[config.mk]
export PLATFORM = sky130hd
export DESIGN_NAME = igt_range_cmp
export DESIGN_NICKNAME = d
export VERILOG_FILES = /design/src/rtl/igt_pkg.sv /design/src/rtl/igt_range_cmp.sv
export SDC_FILE = /design/constraint.sdc
export NUM_CORES = 1
export LEC_CHECK = 0
export ABC_AREA = 1
export BUFFER_PORTS_ARGS = -buffer_cell sky130_fd_sc_hd__buf_2
export CAP_MARGIN = 15
export CORE_MARGIN = 4
export CORE_UTILIZATION = 35
export DETAILED_ROUTE_END_ITERATION = 7
export PLACE_DENSITY = 0.82
export SYNTH_ARGS = -nofsm -noshare
export SYNTH_HDL_FRONTEND = slang
export SYNTH_SLANG_ARGS = --single-unit
[constraint.sdc]
create_clock -name vclk -period 2.1
set_clock_uncertainty 0.1 [all_clocks]
set_input_delay 0.105 -clock vclk [all_inputs]
set_output_delay 0.105 -clock vclk [all_outputs]
set_load 0.1 [all_outputs]
[src/rtl/igt_pkg.sv]
// ----------------------------------------------------------------------------
// igt_pkg: shared types and constants for the gene / TSS interval matcher
// Field widths, command and register codes, and the saturating increment.
// ----------------------------------------------------------------------------
package igt_pkg;

  localparam int POS_W       = 32;
  localparam int SLOT_W      = 12;
  localparam int OWNER_W     = 10;
  localparam int CMD_W       = 2;
  localparam int GENE_IDX_W  = 10;
  localparam int SPAN_W      = 13;
  localparam int CNT_W       = 32;
  localparam int GCOUNT_W    = 11;
  localparam int TCOUNT_W    = 13;
  localparam int CFG_ADDR_W  = 1;
  localparam int CFG_DATA_W  = 13;
  localparam int IN_DATA_W   = 88;
  localparam int OUT_DATA_W  = 88;

  // command codes carried in tuser
  localparam logic [CMD_W-1:0] CMD_LOAD_GENE = 2'd0;
  localparam logic [CMD_W-1:0] CMD_LOAD_TSS  = 2'd1;
  localparam logic [CMD_W-1:0] CMD_QUERY     = 2'd2;

  // configuration register indexes
  localparam logic [CFG_ADDR_W-1:0] REG_GENE_COUNT = 1'd0;
  localparam logic [CFG_ADDR_W-1:0] REG_TSS_COUNT  = 1'd1;

  localparam logic [SPAN_W-1:0] SPAN_MAX = {SPAN_W{1'b1}};

  // inclusive position range
  typedef struct packed {
    logic [POS_W-1:0] hi;
    logic [POS_W-1:0] lo;
  } range_t;

  function automatic logic [CNT_W-1:0] sat_inc(input logic [CNT_W-1:0] v);
    sat_inc = (v == {CNT_W{1'b1}}) ? v : v + 1'b1;
  endfunction

endpackage

[src/rtl/igt_range_cmp.sv]
// ----------------------------------------------------------------------------
// igt_range_cmp: shared range compare unit
// Flags whether a probe range overlaps the query range (both inclusive).
// A single point is checked by giving it as a range of one position.
// ----------------------------------------------------------------------------
module igt_range_cmp
  import igt_pkg::*;
(
  input  range_t query,
  input  range_t probe,
  output logic   overlap
);

  // overlap unless one range lies wholly past the other
  assign overlap = (query.lo <= probe.hi) && (probe.lo <= query.hi);

endmodule

# After elaboration in Yosys (flattened, before gate mapping)
# Index checks and enable logic that the tools add are counted.
# W data, S select, Z words.
word_totals:
  ff_bits: 0
classes:
  magnitude_cmp: 2
  reduce_logical: 1
op_table:
  columns: ["operator", "count"]
  rows:
  - ["$le A32 B32 Y1", 2]
  - ["$logic_and A1 B1 Y1", 1]

# Logic depth before layout (Yosys ltp)
logic_depth:
  ltp_word: 2
  depth_mapped: 16
  ltp_nobuf: 16

# Least setup slack after synthesis
# OpenSTA, ideal clock, no wires.
synth_path:
  path_kind: "in2out"
  start: "input port probe[63] (netlist bit)"
  end: "output port overlap"
  arrival_ps: 1595
  required_ps: 1895
  slack_ps: 300
  cell_stages: 10
  cell_sequence: "inv_1 > ha_1 > nand2_2 > nor2_4 > nand2_2 > nor4_4 > nand4_1 > nand2_1 > nand2_1 > inv_1"
synth_between:
  elab_chain_cells: 2
synth_lines:
  columns: ["item", "line", "source"]
  rows:
  - ["from (decl)", "igt_range_cmp.sv:10", "input range_t probe,"]
  - ["$le A32 B32 Y1", "igt_range_cmp.sv:15", "assign overlap = (query.lo <= probe.hi) && (probe.lo <= query.hi);"]
  - ["$logic_and A1 B1 Y1", "igt_range_cmp.sv:15", null]
  - ["to (decl)", "igt_range_cmp.sv:11", "output logic overlap"]
# Every way passes these cells.

# Final worst setup path
layout_path:
  start: "input port probe[59] (netlist bit)"
  end: "output port overlap"
# The elaborated chain is that of the path after synthesis.

==> metrics.md <==
| Metric | Value |
|---|---|
| Maximum vdd drop | `86.80 µV` |
| Count of nets after finishing | `603` |
| Synth Area per Inst | `6.243 µm²` |
| Crit path launch | `probe[59]` |
| Wirelength, routed | `4447 µm` |
| RSZ-0062 raised after global routing | `false` |
| Crit. End Element | `primary output` |
| Max Clock Freq | `0.5832 GHz` |
| Slowest stage delay, CP | `280 ps` |
| First-pass DRT Iterations | `4` |
| Critical path peak fanout | `2` |
| Fin. max-slew vios | `0` |
| CLK BUF | `0` |
| Largest net degree at the start of global routing | `4` |
| DR vias/cell | `~4.4` |
| Sequential power share | `0` |
| Synth Area in Adders | `0.4581` |
| Cell family with most CP delay | `simple AND/OR/NAND/NOR gates` |
| CTS Hold Bufs | `0` |
| TNS Setup | `0 ps` |
| Largest family of logic cells by synthesized area | `adder cells` |
| Total power | `0.4541 mW` |
| Cell Area, Placed | `2492 µm²` |
| Finish-stage setup viols | `0` |
| Tcrit/Tclk final | `0.8165` |
| Number of global-route vias before repair | `1991` |
| Distinct cells, synth | `21` |
| CP Class | `primary input to primary output` |
| CP max-delay cell | `ha_1` |
| Number of fill cells | `485` |
| Initial core utilization | `0.3652` |
| Hold wc startpoint | `probe[23]` |
| Final hold viol count | `0` |
| Cell mode on critical path | `nand2_1` |
| Worst EP arrival | `1510 ps` |
| Post-Synth Simple-Gate Area | `0.2541` |
| Clock power frac | `0` |
| Comb pwr share | `1.000` |
| Ant. Diodes | `0` |
| Max Cap Viol | `0` |
| Design Area, Final | `between 2000 and 2500 µm²` |
| PortBufs | `~130` |
| GRT Total Usage | `0.1323` |
| CP cell instances | `buf_2 -> inv_1 -> ha_1 -> nand2_1 -> nor2_2 -> nand2_2 -> nor4_4 -> nand4_1 -> nand2_1 -> nand2_1 -> inv_1 -> buf_12` |
| Syn_nets | `472` |
| Post-synthesis mux area share | `0` |
| Final Wtd Congestion | `0.7493` |
| Via count | `2072` |
| Post-route DRC | `0` |
| Startpoint Class | `primary input` |
| Hold Crit Class | `primary input to primary output` |
| Core area | `4786 µm²` |
| Synth Instances | `280` |
| P_leak | `1.710 nW` |
| P&R area growth vs syn | `42.59%` |
| Post-synth design cell area | `1748 µm²` |
| FFs & Latches | `0` |
| Reg area | `0 µm²` |
| Final min period | `1715 ps` |
| # resized after CTS | `0` |
| Synth Area in Compound Gates | `0.1224` |
| Post-DP HPWL | `4373 µm` |
| Multi-input gate area | `between 1000 and 1500 µm²` |
| Die W | `78.67 µm` |
| Post-synthesis sequential area ratio | `0` |
| Slew margin rel. | `0.8428` |
| XOR/XNOR Fraction of Synth Area | `0` |
| Grt total ovfl | `0` |
| Setup bufs post-CTS | `0` |
| First DRT Iteration DRCs | `24` |
| Synth warn | `0` |
| FP Rows | `25` |
| Worst Path Required | `~1900 ps` |
| Full die area | `6189 µm²` |
| Hold slack | `845.2 ps` |
| Die H | `around 80 µm` |
| Switch share | `0.5017` |
| Slew @ Worst Pin | `234.1 ps` |
| I/O pin count | `129` |
| Share of cells above drive strength 1 | `0.3447` |
| Switching power | `approximately 0.23 mW` |
| CP Buf/Inv Count | `4` |
| First-pass GRT wire length | `approximately 7100 µm` |
| Routed WL per cell | `roughly 9.3 µm` |
| Total power per unit cell area | `182.2 nW/µm²` |
| Initial antenna violation count | `0` |
| Status | `finished, final reports clean` |
| Internal Power | `approximately 0.23 mW` |
| Final Core Density | `0.5208` |
| Routed Antenna Nets | `0` |
-- power groups by stage --
| stage | clock network [mW] | logic (mW) | registers, mW |
|---|---|---|---|
| after floorplan | 0 | 0.273 | 0 |
| after global placement | 0 | 0.442 | 0 |
| after detailed placement | 0 | 0.461 | 0 |
| after CTS | 0 | 0.464 | 0 |
| after global routing | 0 | 0.529 | 0 |
| final | 0 | 0.454 | 0 |
-- cells in the mapped netlist --
library cell	instances	share of area
inv_1	75	0.16
nand2_1	65	0.14
ha_1	64	0.46
a21oi_1	29	0.083
nor2_1	18	0.039
nand2_2	4	0.014
nand4_1	4	0.014
o21ai_0	3	0.0086
o21ai_1	3	0.0086
a21o_1	2	0.0086
nand3_1	2	0.0057
o21a_1	2	0.0086
clkinv_1	1	0.0021
inv_2	1	0.0021
nand2_4	1	0.0064
nand4_2	1	0.0072
nor2_2	1	0.0036
nor2_4	1	0.0064
nor3_2	1	0.0057
nor4_4	1	0.012
o21a_2	1	0.0050
-- metal layers --
layer  routed length (µm)  global-route usage  vias up
li1                     -                   -     1144
met1                 1674              0.1320      843
met2                 2344              0.2920       83
met3                  411             0.01720        2
met4                   17            0.005245        0
met5                    0                   0        -
-- logic make-up (layout without fill, tap and decap cells) --
kind of cell,count (synthesis),in the layout
adder cells (fa/ha/maj),64,64
AND/OR/NAND/NOR,99,99
buffers and inverters,77,206
AO/OA/AOI/OAI,40,40
-- through the flow --
step,std cells,setup WS (ps)
2_1_floorplan,280,300.0
3_3_place_gp,476,354.5
3_5_place_dp,476,345.7
4_1_cts,476,335.2
5_1_grt,476,241.3
6_report,476,385.4
-- layout by cell type (no fill, tap or decap) --
cell	n
buf_2	128
inv_1	75
nand2_1	65
ha_1	64
a21oi_1	29
nor2_1	18
nand4_1	4
nand2_2	4
o21ai_1	3
o21ai_0	3
a21o_1	2
o21a_1	2
nand3_1	2
nor3_2	1
nand2_4	1
nand4_2	1
nor2_4	1
nor2_2	1
nor4_4	1
o21a_2	1
inv_2	1
clkinv_1	1
buf_12	1
-- area by class of cell --
type / instances / area share
Inverter: 77 / 0.1160
Timing Repair Buffer: 129 / 0.2651
Tap cell: 67 / 0.03363
Multi-Input combinational cell: 203 / 0.5853
-- final timing paths --
check | to | slack (ps) | cells past startpoint
max | overlap | 390 | 12
min | overlap | 850 | 10
No activity file was read; power rests on OpenSTA's default activity.
